===== config.mk =====
export PLATFORM = sky130hd
export DESIGN_NAME = bencode_tokenizer
export DESIGN_NICKNAME = d
export VERILOG_FILES = /design/src/sv/btok_pkg.sv /design/src/sv/btok_ram.sv /design/src/sv/btok_front.sv /design/src/sv/btok_back.sv /design/src/sv/btok_rspq.sv /design/src/sv/bencode_tokenizer.sv
export SDC_FILE = /design/constraint.sdc
export NUM_CORES = 1
export LEC_CHECK = 0
export BUFFER_PORTS_ARGS = -buffer_cell sky130_fd_sc_hd__buf_4
export CAP_MARGIN = 40
export CORE_MARGIN = 2
export CORE_UTILIZATION = 55
export DETAILED_ROUTE_END_ITERATION = 12
export PLACE_DENSITY = 0.75
export SLEW_MARGIN = 20
export SYNTH_ARGS = -nofsm -noshare
export SYNTH_HDL_FRONTEND = slang
export SYNTH_SLANG_ARGS = --single-unit

===== constraint.sdc =====
create_clock -name clock -period 8.9 [get_ports clock]
set_input_delay 0.89 -clock clock [delete_from_list [all_inputs] [get_ports clock]]
set_output_delay 0.89 -clock clock [all_outputs]
set_load 0.01 [all_outputs]

===== src/sv/btok_pkg.sv =====
`timescale 1ns / 1ps
// ----------------------------------------------------------------------------
// btok_pkg - shared types and constants of the bencode tokenizer
// Byte classes, parser modes, token kinds, status codes, queue sizes and the
// saturation limits of the integer and length accumulators.
// ----------------------------------------------------------------------------
package btok_pkg;

   // Nesting stack size and the widths that follow from it.
   localparam int NEST_DEPTH = 64;
   localparam int NEST_AW    = $clog2(NEST_DEPTH);
   localparam int LEVEL_W    = $clog2(NEST_DEPTH + 1);

   // Queue depths (powers of two, so the pointers wrap on their own).
   localparam int FQ_DEPTH = 2;
   localparam int FQ_AW    = $clog2(FQ_DEPTH);
   localparam int FQ_CW    = $clog2(FQ_DEPTH + 1);
   localparam int RQ_DEPTH = 4;
   localparam int RQ_AW    = $clog2(RQ_DEPTH);
   localparam int RQ_CW    = $clog2(RQ_DEPTH + 1);

   // Characters that carry meaning in the stream.
   localparam logic [7:0] CHAR_D     = 8'h64;
   localparam logic [7:0] CHAR_L     = 8'h6c;
   localparam logic [7:0] CHAR_I     = 8'h69;
   localparam logic [7:0] CHAR_E     = 8'h65;
   localparam logic [7:0] CHAR_COLON = 8'h3a;
   localparam logic [7:0] CHAR_MINUS = 8'h2d;
   localparam logic [7:0] CHAR_PLUS  = 8'h2b;
   localparam logic [7:0] CHAR_ZERO  = 8'h30;
   localparam logic [7:0] CHAR_NINE  = 8'h39;

   // Saturation limits and the thresholds above which one more digit saturates.
   localparam logic [63:0] MAG_LIMIT   = 64'h8000_0000_0000_0000;
   localparam logic [63:0] LEN_LIMIT   = 64'h0000_0000_ffff_ffff;
   localparam logic [63:0] INT_THR_HI  = MAG_LIMIT / 10;
   localparam logic [63:0] INT_THR_LO  = (MAG_LIMIT - 64'd9) / 10;
   localparam logic [63:0] LEN_THR_HI  = LEN_LIMIT / 10;
   localparam logic [63:0] LEN_THR_LO  = (LEN_LIMIT - 64'd9) / 10;

   // Token kinds.
   localparam logic [2:0] TOK_OPEN_DICT  = 3'd0;
   localparam logic [2:0] TOK_OPEN_LIST  = 3'd1;
   localparam logic [2:0] TOK_CLOSE_LIST = 3'd2;
   localparam logic [2:0] TOK_CLOSE_DICT = 3'd3;
   localparam logic [2:0] TOK_INTEGER    = 3'd4;
   localparam logic [2:0] TOK_STR_START  = 3'd5;
   localparam logic [2:0] TOK_STR_BYTE   = 3'd6;
   localparam logic [2:0] TOK_STATUS     = 3'd7;

   // Final status codes.
   localparam logic [1:0] ST_OK        = 2'd0;
   localparam logic [1:0] ST_UNTERM    = 2'd1;
   localparam logic [1:0] ST_UNMATCHED = 2'd2;
   localparam logic [1:0] ST_MALFORMED = 2'd3;

   // Container kinds on the nesting stack.
   localparam logic KIND_DICT = 1'b0;
   localparam logic KIND_LIST = 1'b1;

   typedef enum logic [3:0] {
      CLS_DICT,
      CLS_LIST,
      CLS_INT,
      CLS_END,
      CLS_COLON,
      CLS_MINUS,
      CLS_PLUS,
      CLS_DIGIT,
      CLS_OTHER
   } byte_class_type;

   typedef enum logic [2:0] {
      MODE_EXPECT,
      MODE_INT_START,
      MODE_INT_DIGITS,
      MODE_LEN,
      MODE_BODY,
      MODE_STOPPED,
      MODE_STOP_UNMATCHED,
      MODE_STOP_MALFORMED
   } mode_type;

   // One classified input byte.
   typedef struct packed {
      byte_class_type cls;
      logic [3:0]     digit;
      logic [7:0]     data;
      logic           last;
   } item_type;

   // One result token.
   typedef struct packed {
      logic [2:0]         kind;
      logic signed [63:0] value;
      logic               str_end;
      logic [1:0]         status;
      logic               last;
   } token_type;

   // Up to two tokens handed from the parser to the result queue per cycle.
   typedef struct packed {
      logic [1:0] cnt;
      token_type  slot0;
      token_type  slot1;
   } push_type;

endpackage


===== src/sv/btok_ram.sv =====
`timescale 1ns / 1ps
// ----------------------------------------------------------------------------
// btok_ram - generic single-write, single-read RAM
// One write port and one read port with registered read data.
// ----------------------------------------------------------------------------
module btok_ram #(
   parameter int Width = 1,
   parameter int Depth = 64
) (
   input  logic                     clock,
   input  logic                     wr_en,
   input  logic [$clog2(Depth)-1:0] wr_addr,
   input  logic [Width-1:0]         wr_data,
   input  logic [$clog2(Depth)-1:0] rd_addr,
   output logic [Width-1:0]         rd_data
);

   logic [Width-1:0] mem_ff [Depth];
   logic [Width-1:0] rd_data_ff;

   // Write port and registered read port.
   always_ff @(posedge clock) begin
      if (wr_en) begin
         mem_ff[wr_addr] <= wr_data;
      end
      rd_data_ff <= mem_ff[rd_addr];
   end

   assign rd_data = rd_data_ff;

endmodule


===== src/sv/btok_front.sv =====
`timescale 1ns / 1ps
// ----------------------------------------------------------------------------
// btok_front - input stage of the bencode tokenizer
// Accepts bytes, classifies each one and holds it in a short queue until the
// parser takes it.
// ----------------------------------------------------------------------------
module btok_front (
   input  logic               clock,
   input  logic               reset,
   input  logic               req_valid,
   output logic               req_stall,
   input  logic [7:0]         req_data_byte,
   input  logic               req_last_byte,
   output logic               item_valid,
   output btok_pkg::item_type item,
   input  logic               item_pop
);

   btok_pkg::item_type             cls_item;
   btok_pkg::item_type             entry_ff [btok_pkg::FQ_DEPTH];
   logic [btok_pkg::FQ_AW-1:0]     head_ff, head_in;
   logic [btok_pkg::FQ_AW-1:0]     tail_ff, tail_in;
   logic [btok_pkg::FQ_CW-1:0]     count_ff, count_in;
   logic                           push;

   // Classify the incoming byte.
   always_comb begin
      cls_item.data  = req_data_byte;
      cls_item.last  = req_last_byte;
      cls_item.digit = 4'(req_data_byte - btok_pkg::CHAR_ZERO);
      unique case (req_data_byte)
         btok_pkg::CHAR_D:     cls_item.cls = btok_pkg::CLS_DICT;
         btok_pkg::CHAR_L:     cls_item.cls = btok_pkg::CLS_LIST;
         btok_pkg::CHAR_I:     cls_item.cls = btok_pkg::CLS_INT;
         btok_pkg::CHAR_E:     cls_item.cls = btok_pkg::CLS_END;
         btok_pkg::CHAR_COLON: cls_item.cls = btok_pkg::CLS_COLON;
         btok_pkg::CHAR_MINUS: cls_item.cls = btok_pkg::CLS_MINUS;
         btok_pkg::CHAR_PLUS:  cls_item.cls = btok_pkg::CLS_PLUS;
         default: begin
            if (req_data_byte >= btok_pkg::CHAR_ZERO && req_data_byte <= btok_pkg::CHAR_NINE)
               cls_item.cls = btok_pkg::CLS_DIGIT;
            else
               cls_item.cls = btok_pkg::CLS_OTHER;
         end
      endcase
   end

   // Queue handshake: a transfer is taken whenever the queue has room.
   assign req_stall  = (count_ff == btok_pkg::FQ_CW'(btok_pkg::FQ_DEPTH));
   assign push       = req_valid & ~req_stall;
   assign item_valid = (count_ff != '0);
   assign item       = entry_ff[head_ff];

   // Pointer and fill count updates.
   always_comb begin
      tail_in  = tail_ff + btok_pkg::FQ_AW'(push);
      head_in  = head_ff + btok_pkg::FQ_AW'(item_pop);
      count_in = count_ff + btok_pkg::FQ_CW'(push) - btok_pkg::FQ_CW'(item_pop);
   end

   always_ff @(posedge clock) begin
      if (reset) begin
         head_ff  <= '0;
         tail_ff  <= '0;
         count_ff <= '0;
      end else begin
         head_ff  <= head_in;
         tail_ff  <= tail_in;
         count_ff <= count_in;
      end
   end

   // Queue storage.
   always_ff @(posedge clock) begin
      if (push) begin
         entry_ff[tail_ff] <= cls_item;
      end
   end

   // The parser only takes an item that is present.
   a_pop_valid: assert property (@(posedge clock) disable iff (reset)
      item_pop |-> item_valid)
      else $error("parser took an item from an empty queue");

endmodule


===== src/sv/btok_back.sv =====
`timescale 1ns / 1ps
// ----------------------------------------------------------------------------
// btok_back - parser of the bencode tokenizer
// Runs the token state machine, keeps the nesting stack and the number
// accumulators, and hands up to two tokens per byte to the result queue.
// ----------------------------------------------------------------------------
module btok_back (
   input  logic               clock,
   input  logic               reset,
   input  logic               item_valid,
   input  btok_pkg::item_type item,
   output logic               item_pop,
   input  logic               room,
   output btok_pkg::push_type push
);

   btok_pkg::mode_type              mode_ff, mode_in;
   logic [btok_pkg::LEVEL_W-1:0]    level_ff, level_in;
   logic                            top_ff, top_in;
   logic [63:0]                     accum_ff, accum_in;
   logic                            neg_ff, neg_in;
   logic                            done_ff, done_in;
   logic [31:0]                     left_ff, left_in;

   logic                            take;
   logic                            nest_wr_en;
   logic [btok_pkg::NEST_AW-1:0]    nest_wr_addr;
   logic                            nest_wr_data;
   logic [btok_pkg::NEST_AW-1:0]    nest_rd_addr;
   logic                            nest_rd_data;

   logic [63:0]                     thr;
   logic [63:0]                     lim;
   logic [63:0]                     acc_next;
   logic [63:0]                     int_val;
   logic                            has_tok;
   btok_pkg::token_type             tok;
   btok_pkg::token_type             stat_tok;
   logic [1:0]                      fin;

   // Take a byte when one is queued and the result queue can hold two tokens.
   assign take     = item_valid & room;
   assign item_pop = take;

   // Nesting stack: the top entry lives in top_ff; the RAM read port always
   // holds the entry below the top for the level of the coming cycle.
   assign nest_rd_addr = btok_pkg::NEST_AW'(level_in - btok_pkg::LEVEL_W'(2));

   btok_ram #(
      .Width(1),
      .Depth(btok_pkg::NEST_DEPTH)
   ) u_nest_ram (
      .clock  (clock),
      .wr_en  (nest_wr_en),
      .wr_addr(nest_wr_addr),
      .wr_data(nest_wr_data),
      .rd_addr(nest_rd_addr),
      .rd_data(nest_rd_data)
   );

   // Saturating decimal digit step for integers and lengths.
   always_comb begin
      if (mode_ff == btok_pkg::MODE_LEN) begin
         thr = (item.digit >= 4'd6) ? btok_pkg::LEN_THR_LO : btok_pkg::LEN_THR_HI;
         lim = btok_pkg::LEN_LIMIT;
      end else begin
         thr = (item.digit == 4'd9) ? btok_pkg::INT_THR_LO : btok_pkg::INT_THR_HI;
         lim = btok_pkg::MAG_LIMIT;
      end
      if (accum_ff > thr)
         acc_next = lim;
      else
         acc_next = (accum_ff << 3) + (accum_ff << 1) + 64'(item.digit);
   end

   // Signed integer value with positive saturation.
   always_comb begin
      if (neg_ff)
         int_val = 64'd0 - accum_ff;
      else if (accum_ff[63])
         int_val = btok_pkg::MAG_LIMIT - 64'd1;
      else
         int_val = accum_ff;
   end

   // Next state and tokens.
   always_comb begin
      mode_in      = mode_ff;
      level_in     = level_ff;
      top_in       = top_ff;
      accum_in     = accum_ff;
      neg_in       = neg_ff;
      done_in      = done_ff;
      left_in      = left_ff;
      nest_wr_en   = 1'b0;
      nest_wr_addr = level_ff[btok_pkg::NEST_AW-1:0];
      nest_wr_data = btok_pkg::KIND_DICT;
      has_tok      = 1'b0;
      tok          = '0;
      stat_tok     = '0;
      fin          = btok_pkg::ST_OK;

      if (take) begin
         unique case (mode_ff) inside
            btok_pkg::MODE_EXPECT: begin
               unique case (item.cls) inside
                  btok_pkg::CLS_DICT, btok_pkg::CLS_LIST: begin
                     if (level_ff >= btok_pkg::LEVEL_W'(btok_pkg::NEST_DEPTH)) begin
                        mode_in = btok_pkg::MODE_STOP_MALFORMED;
                     end else begin
                        nest_wr_en   = 1'b1;
                        nest_wr_data = (item.cls == btok_pkg::CLS_LIST) ?
                                       btok_pkg::KIND_LIST : btok_pkg::KIND_DICT;
                        top_in       = nest_wr_data;
                        level_in     = level_ff + btok_pkg::LEVEL_W'(1);
                        has_tok      = 1'b1;
                        tok.kind     = (item.cls == btok_pkg::CLS_LIST) ?
                                       btok_pkg::TOK_OPEN_LIST : btok_pkg::TOK_OPEN_DICT;
                     end
                  end
                  btok_pkg::CLS_INT: begin
                     accum_in = '0;
                     neg_in   = 1'b0;
                     done_in  = 1'b0;
                     mode_in  = btok_pkg::MODE_INT_START;
                  end
                  btok_pkg::CLS_END: begin
                     if (level_ff == '0) begin
                        mode_in = btok_pkg::MODE_STOP_UNMATCHED;
                     end else begin
                        level_in = level_ff - btok_pkg::LEVEL_W'(1);
                        top_in   = nest_rd_data;
                        has_tok  = 1'b1;
                        if (top_ff == btok_pkg::KIND_LIST) begin
                           tok.kind = btok_pkg::TOK_CLOSE_LIST;
                        end else begin
                           tok.kind = btok_pkg::TOK_CLOSE_DICT;
                           // Closing the outermost dictionary ends the parse.
                           if (level_ff == btok_pkg::LEVEL_W'(1))
                              mode_in = btok_pkg::MODE_STOPPED;
                        end
                     end
                  end
                  btok_pkg::CLS_DIGIT: begin
                     accum_in = 64'(item.digit);
                     neg_in   = 1'b0;
                     done_in  = 1'b0;
                     mode_in  = btok_pkg::MODE_LEN;
                  end
                  default: begin
                     mode_in = btok_pkg::MODE_STOPPED;
                  end
               endcase
            end
            btok_pkg::MODE_INT_START, btok_pkg::MODE_INT_DIGITS: begin
               if (item.cls == btok_pkg::CLS_END) begin
                  has_tok   = 1'b1;
                  tok.kind  = btok_pkg::TOK_INTEGER;
                  tok.value = $signed(int_val);
                  accum_in  = '0;
                  neg_in    = 1'b0;
                  done_in   = 1'b0;
                  mode_in   = btok_pkg::MODE_EXPECT;
               end else if (mode_ff == btok_pkg::MODE_INT_START &&
                            (item.cls == btok_pkg::CLS_MINUS ||
                             item.cls == btok_pkg::CLS_PLUS)) begin
                  neg_in  = (item.cls == btok_pkg::CLS_MINUS);
                  mode_in = btok_pkg::MODE_INT_DIGITS;
               end else begin
                  // The first non-digit ends the digits; the rest is skipped.
                  if (!done_ff && item.cls == btok_pkg::CLS_DIGIT)
                     accum_in = acc_next;
                  else
                     done_in = 1'b1;
                  mode_in = btok_pkg::MODE_INT_DIGITS;
               end
            end
            btok_pkg::MODE_LEN: begin
               if (item.cls == btok_pkg::CLS_DIGIT) begin
                  accum_in = acc_next;
               end else if (item.cls == btok_pkg::CLS_COLON) begin
                  left_in     = accum_ff[31:0];
                  has_tok     = 1'b1;
                  tok.kind    = btok_pkg::TOK_STR_START;
                  tok.value   = $signed(accum_ff);
                  tok.str_end = (accum_ff == '0);
                  accum_in    = '0;
                  neg_in      = 1'b0;
                  done_in     = 1'b0;
                  mode_in     = (accum_ff != '0) ? btok_pkg::MODE_BODY : btok_pkg::MODE_EXPECT;
               end else begin
                  mode_in = btok_pkg::MODE_STOP_MALFORMED;
               end
            end
            btok_pkg::MODE_BODY: begin
               left_in     = left_ff - 32'd1;
               has_tok     = 1'b1;
               tok.kind    = btok_pkg::TOK_STR_BYTE;
               tok.value   = $signed(64'(item.data));
               tok.str_end = (left_ff == 32'd1);
               if (left_ff == 32'd1)
                  mode_in = btok_pkg::MODE_EXPECT;
            end
            default: begin
               // Stopped: bytes are dropped until the final byte.
            end
         endcase

         // Final status from the state this byte leaves behind.
         unique case (mode_in) inside
            btok_pkg::MODE_INT_START, btok_pkg::MODE_INT_DIGITS:
               fin = btok_pkg::ST_UNTERM;
            btok_pkg::MODE_LEN, btok_pkg::MODE_STOP_MALFORMED:
               fin = btok_pkg::ST_MALFORMED;
            btok_pkg::MODE_STOP_UNMATCHED:
               fin = btok_pkg::ST_UNMATCHED;
            default:
               fin = (level_in != '0) ? btok_pkg::ST_MALFORMED : btok_pkg::ST_OK;
         endcase
         stat_tok.kind   = btok_pkg::TOK_STATUS;
         stat_tok.status = fin;
         stat_tok.last   = 1'b1;

         // The final byte returns the parser to its reset state.
         if (item.last) begin
            mode_in  = btok_pkg::MODE_EXPECT;
            level_in = '0;
            accum_in = '0;
            neg_in   = 1'b0;
            done_in  = 1'b0;
            left_in  = '0;
         end
      end

      // Pack the tokens of this byte in order.
      push.cnt = 2'(has_tok) + 2'(take & item.last);
      if (has_tok) begin
         push.slot0 = tok;
         push.slot1 = stat_tok;
      end else begin
         push.slot0 = stat_tok;
         push.slot1 = tok;
      end
   end

   // Parser state register.
   always_ff @(posedge clock) begin
      if (reset) begin
         mode_ff  <= btok_pkg::MODE_EXPECT;
         level_ff <= '0;
         accum_ff <= '0;
         neg_ff   <= 1'b0;
         done_ff  <= 1'b0;
         left_ff  <= '0;
      end else begin
         mode_ff  <= mode_in;
         level_ff <= level_in;
         accum_ff <= accum_in;
         neg_ff   <= neg_in;
         done_ff  <= done_in;
         left_ff  <= left_in;
      end
   end

   // Top of the nesting stack; meaningful only while a container is open.
   always_ff @(posedge clock) begin
      top_ff <= top_in;
   end

   // The nesting level never passes the stack size.
   a_level_bound: assert property (@(posedge clock) disable iff (reset)
      level_ff <= btok_pkg::LEVEL_W'(btok_pkg::NEST_DEPTH))
      else $error("nesting level beyond stack size");

   // A final byte leaves the parser in its reset state.
   a_last_clears: assert property (@(posedge clock) disable iff (reset)
      take && item.last |=> level_ff == '0 && mode_ff == btok_pkg::MODE_EXPECT)
      else $error("parser not cleared after final byte");

   // A string body always has bytes outstanding.
   a_body_left: assert property (@(posedge clock) disable iff (reset)
      mode_ff == btok_pkg::MODE_BODY |-> left_ff != '0)
      else $error("string body with no bytes left");

endmodule


===== src/sv/btok_rspq.sv =====
`timescale 1ns / 1ps
// ----------------------------------------------------------------------------
// btok_rspq - result queue of the bencode tokenizer
// Takes up to two tokens per cycle from the parser and presents them one per
// transfer on the result channel.
// ----------------------------------------------------------------------------
module btok_rspq (
   input  logic               clock,
   input  logic               reset,
   input  btok_pkg::push_type push,
   output logic               room,
   output logic               rsp_valid,
   input  logic               rsp_stall,
   output logic [2:0]         rsp_token_kind,
   output logic signed [63:0] rsp_token_value,
   output logic               rsp_string_end,
   output logic [1:0]         rsp_parse_status,
   output logic               rsp_last_result
);

   btok_pkg::token_type          entry_ff [btok_pkg::RQ_DEPTH];
   btok_pkg::token_type          head;
   logic [btok_pkg::RQ_AW-1:0]   rd_ff, rd_in;
   logic [btok_pkg::RQ_AW-1:0]   wr_ff, wr_in;
   logic [btok_pkg::RQ_AW-1:0]   wr_next;
   logic [btok_pkg::RQ_CW-1:0]   count_ff, count_in;
   logic                         pop;

   // Room for the two tokens a byte may cause.
   assign room      = (count_ff <= btok_pkg::RQ_CW'(btok_pkg::RQ_DEPTH - 2));
   assign rsp_valid = (count_ff != '0);
   assign pop       = rsp_valid & ~rsp_stall;
   assign wr_next   = wr_ff + btok_pkg::RQ_AW'(1);

   // Head entry drives the result ports.
   assign head             = entry_ff[rd_ff];
   assign rsp_token_kind   = head.kind;
   assign rsp_token_value  = head.value;
   assign rsp_string_end   = head.str_end;
   assign rsp_parse_status = head.status;
   assign rsp_last_result  = head.last;

   // Pointer and fill count updates.
   always_comb begin
      wr_in    = wr_ff + btok_pkg::RQ_AW'(push.cnt);
      rd_in    = rd_ff + btok_pkg::RQ_AW'(pop);
      count_in = count_ff + btok_pkg::RQ_CW'(push.cnt) - btok_pkg::RQ_CW'(pop);
   end

   always_ff @(posedge clock) begin
      if (reset) begin
         rd_ff    <= '0;
         wr_ff    <= '0;
         count_ff <= '0;
      end else begin
         rd_ff    <= rd_in;
         wr_ff    <= wr_in;
         count_ff <= count_in;
      end
   end

   // Queue storage, two write slots.
   always_ff @(posedge clock) begin
      if (push.cnt != 2'd0) begin
         entry_ff[wr_ff] <= push.slot0;
      end
      if (push.cnt == 2'd2) begin
         entry_ff[wr_next] <= push.slot1;
      end
   end

   // The parser never writes more tokens than there is room for.
   a_no_overflow: assert property (@(posedge clock) disable iff (reset)
      int'(count_ff) + int'(push.cnt) <= btok_pkg::RQ_DEPTH)
      else $error("result queue overflow");

   // A single token per cycle leaves the queue, so two in means the count rises.
   a_count_step: assert property (@(posedge clock) disable iff (reset)
      push.cnt == 2'd2 |=> count_ff >= btok_pkg::RQ_CW'(1))
      else $error("result queue count lost tokens");

endmodule


===== src/sv/bencode_tokenizer.sv =====
`timescale 1ns / 1ps
// ----------------------------------------------------------------------------
// bencode_tokenizer - streaming bencode token generator
// Turns a bencoded byte stream into flat tokens with a nesting check and a
// final status token at the last byte of each buffer.
// ----------------------------------------------------------------------------
//
//   Channel   Direction  Handshake            Payload
//   req_      in         req_valid/req_stall  data_byte[7:0], last_byte
//   rsp_      out        rsp_valid/rsp_stall  token_kind[2:0], token_value[63:0],
//                                             string_end, parse_status[1:0],
//                                             last_result
//
// One byte is accepted per cycle while the input queue has room; the parser
// state machine updates its mode, stack and accumulators once per byte, which
// sets that rate. A result passes through the registered input queue and then
// the result queue before it is offered. A final byte that also closes a token
// yields two results and the result port delivers one per cycle while not stalled.
// Reset is synchronous and clears the queues and parser; the nesting stack RAM
// needs no clearing. Each side may stall on its own: the input queue absorbs a
// stalled parser and the result queue absorbs a stalled consumer.
// ----------------------------------------------------------------------------
module bencode_tokenizer (
   input  logic               clock,
   input  logic               reset,
   input  logic               req_valid,
   output logic               req_stall,
   input  logic [7:0]         req_data_byte,
   input  logic               req_last_byte,
   output logic               rsp_valid,
   input  logic               rsp_stall,
   output logic [2:0]         rsp_token_kind,
   output logic signed [63:0] rsp_token_value,
   output logic               rsp_string_end,
   output logic [1:0]         rsp_parse_status,
   output logic               rsp_last_result
);

   btok_pkg::item_type item;
   btok_pkg::push_type push;
   logic               item_valid;
   logic               item_pop;
   logic               room;

   // Byte intake and classification.
   btok_front u_front (
      .clock        (clock),
      .reset        (reset),
      .req_valid    (req_valid),
      .req_stall    (req_stall),
      .req_data_byte(req_data_byte),
      .req_last_byte(req_last_byte),
      .item_valid   (item_valid),
      .item         (item),
      .item_pop     (item_pop)
   );

   // Token state machine and nesting stack.
   btok_back u_back (
      .clock     (clock),
      .reset     (reset),
      .item_valid(item_valid),
      .item      (item),
      .item_pop  (item_pop),
      .room      (room),
      .push      (push)
   );

   // Result delivery.
   btok_rspq u_rspq (
      .clock           (clock),
      .reset           (reset),
      .push            (push),
      .room            (room),
      .rsp_valid       (rsp_valid),
      .rsp_stall       (rsp_stall),
      .rsp_token_kind  (rsp_token_kind),
      .rsp_token_value (rsp_token_value),
      .rsp_string_end  (rsp_string_end),
      .rsp_parse_status(rsp_parse_status),
      .rsp_last_result (rsp_last_result)
   );

endmodule


==> results.json <==
{
  "async_flop_share_pct": 0,
  "synth_top_area_share_pct": 37.7,
  "synth-edff-count": 375,
  "htree_levels": 2,
  "slew_headroom_pct": 39.1,
  "numCtsBuffers": 50,
  "critPathMaxStageDelay_ns": 0.84,
  "rsz0062_at_grt": "no",
  "synth_compound_area_share_pct": 17.1,
  "critPathBufInv": 3,
  "whs_ns": 0.465,
  "routed_via_density": 6.54,
  "core_area_mm2": 0.0537,
  "postLayoutCellArea_mm2": 0.0329,
  "ys_top_cells_by_area": "edfxtp_1, dfxtp_1, ha_1",
  "outcome": "finished, final reports clean",
  "synthMuxAreaShare_pct": 6.68,
  "crit_top_cell": "buf_4",
  "ys_seq_area_share_pct": 45.7,
  "ys_warn_count": 0,
  "die-area_mm2": 0.0562,
  "synth-xor-area-share_pct": 2.40,
  "start_util_pct": 55.6,
  "multi_input_area_mm2": 0.0153,
  "routabilityCongestion": 0.915,
  "hold_path_class": "primary input to flop",
  "dp_hpwl_um": 56100,
  "ys.flop_type": "edfxtp_1",
  "cp_slowest_cell": "nand4_1",
  "grt_pass1_wl_um": 130000,
  "cp-start-kind": "flop",
  "die-height_um": 237,
  "first_global_vias": 23300,
  "wl_per_cell_um": 21.9,
  "synth_nets": 3224,
  "routed_wl_um": 82200,
  "via_count": 24600,
  "mostFrequentLayoutCells": "nor2_1, edfxtp_1, nand2_1",
  "critPathTopFamily": "simple AND/OR/NAND/NOR gates",
  "seqCellArea_mm2": 0.0137,
  "netlist_area_mm2": 0.0299,
  "drive_gt1_share_pct": 10.8,
  "cts_resized": 0,
  "fillerInstances": 4301,
  "cts_tree": "built",
  "synth_area_per_cell_um2": 9.84,
  "cp_max_fo": 66,
  "ant_nets": 0,
  "route.detailed.drc": 0,
  "place_area_mm2": 0.0312,
  "criticalPathCategory": "flop to flop",
  "synthSimpleGateAreaFrac_pct": 17.0,
  "synth.distinct_cells": 96,
  "cp_num_cells": 11,
  "ys_seq_elements": 495,
  "clk_latency_ns": 0.62,
  "required_ns": 9.23,
  "areaGrowthSynthToFinish_pct": 10.1,
  "max_freq_ghz": 0.176,
  "overflow": 0,
  "hold_path_depth": 1,
  "hold_violations": 0,
  "die_w_um": 237,
  "crit_arrival_ns": 6.03,
  "drtIter0Drc": 2439,
  "cts_sinks": 495,
  "grt_start_max_net_pins": 90,
  "finalNetCount": 3209,
  "path_cells": "buf_4, mux2i_1, nand4_1, nand2_1, o311a_1, buf_8, ha_1, nor3b_1, xnor2_2, buf_4, nor2_1",
  "dp_slack_ns": 2.83,
  "synthAdderAreaFrac_pct": 7.45,
  "fin_crit_ns": 5.69,
  "finalPower_mw": 7.31,
  "synth_top_area_cell": "edfxtp_1",
  "rows": 85,
  "ios": 86,
  "timing.final.crit_share_pct": 64.0,
  "clk_path_buf_depth": 3,
  "syn_inst": 3035,
  "grt_usage_pct": 29.0,
  "fin_ws_ns": 3.21,
  "p_per_area_mw_per_mm2": 222,
  "final_common_cell": "nor2_1",
  "port_buffers": 85,
  "drt_pass1_iterations": 6,
  "ir_drop_mv": 0.160,
  "clk_pin_slew_ns": 0.06,
  "setup_tns_ns": 0,
  "post_cts_buffers": 0,
  "root_buffer": "clkbuf_16",
  "final_max_slew_viol_count": 0,
  "reg2reg_depth": 11,
  "maxCapViolCount": 0,
  "synth_top_family_by_area": "compound AO/OA/AOI/OAI gates",
  "worst_pin_slew_ns": 0.904,
  "end_kind": "flop",
  "leakage_nw": 11.7,
  "finalSetupViolations": 0,
  "antenna_found_initial": 0,
  "clock-skew-final_ns": 0.0418,
  "cts_hold_buffers": 0
}
[cell type report]
cell class	count	share of cell area, %
Multi-Input combinational cell	2257	46.4
Tap cell	696	2.65
Sequential cell	495	41.6
Clock buffer	59	3.91
Inverter	86	0.981
Antenna cell	1	0.00761
Clock inverter	34	1.16
Timing Repair Buffer	130	3.32
[final timing paths]
path	startpoint	endpoint	slack [ns]
min reg2reg	u_back.done_ff$_SDFFE_PP0P_	u_back.done_ff$_SDFFE_PP0P_	0.48
max	u_front.head_ff$_SDFF_PP0_	u_rspq.entry_ff[1][63]$_DFFE_PP_	3.21
max reg2reg	u_front.head_ff$_SDFF_PP0_	u_rspq.entry_ff[1][63]$_DFFE_PP_	3.21
min	req_last_byte	u_front.entry_ff[0][0]$_DFFE_PP_	0.46
[per-stage QoR]
stage / cells / util (%)
finish: 3758 / 61.2
global route: 3757 / 61.2
CTS: 3755 / 61.2
detailed placement: 3662 / 58.1
global placement: 3651 / 57.7
floorplan: 3035 / -
[cell usage after synthesis (40+ instances only)]
library cell	n
a21oi_1	221
nand2_1	228
mux4_2	71
nor3_1	61
dfxtp_1	120
o21ai_0	159
xnor2_1	51
nand3_1	60
nor2_1	504
ha_1	173
clkbuf_1	166
inv_1	84
edfxtp_1	375
a21o_1	40
[registers in the layout (all words and copies together) (netlist names), 2 cells and up]
| name | flops |
|---|---|
| u_back.accum_ff | 64 |
| u_back.left_ff | 32 |
| u_back.level_ff | 7 |
| u_back.mode_ff | 3 |
| u_back.u_nest_ram.mem_ff | 64 |
| u_front.count_ff | 2 |
| u_front.entry_ff | 26 |
| u_rspq.count_ff | 3 |
| u_rspq.entry_ff | 284 |
| u_rspq.rd_ff | 2 |
| u_rspq.wr_ff | 2 |
[routing by layer]
layer	vias up	part of all wire (%)	GRT usage, %	wire length, um
met3	186	7.9	4.59	6520
li1	11300	-	-	-
met5	-	0	0	0
met4	0	3.5	10.8	2850
met1	12000	41	38.3	33500
met2	1118	48	48.3	39400
[cell families after synthesis]
group,Yosys count
flip-flops,495
AO/OA/AOI/OAI,794
buffers and inverters,283
multiplexers,110
XOR/XNOR,82
adder cells (fa/ha/maj),176
AND/OR/NAND/NOR,1095
[worst reg2reg max path, cell delays in order (launching register included)]
cell	delay, ns
dfxtp_1	0.67
buf_4	0.33
mux2i_1	0.62
nand4_1	0.84
nand2_1	0.55
o311a_1	0.36
buf_8	0.20
ha_1	0.24
nor3b_1	0.61
xnor2_2	0.18
buf_4	0.66
nor2_1	0.18
[where the power goes]
| part | leakage (nW) | internal, mW | switching [mW] | total (mW) |
|---|---|---|---|---|
| Clock | 0.811 | 1.22 | 0.927 | 2.15 |
| Sequential | 4.24 | 2.81 | 0.160 | 2.97 |
| Combinational | 6.65 | 0.878 | 1.32 | 2.20 |
| Total | 11.7 | 4.91 | 2.41 | 7.31 |
Note: power is estimated with default switching activity, not from simulation.
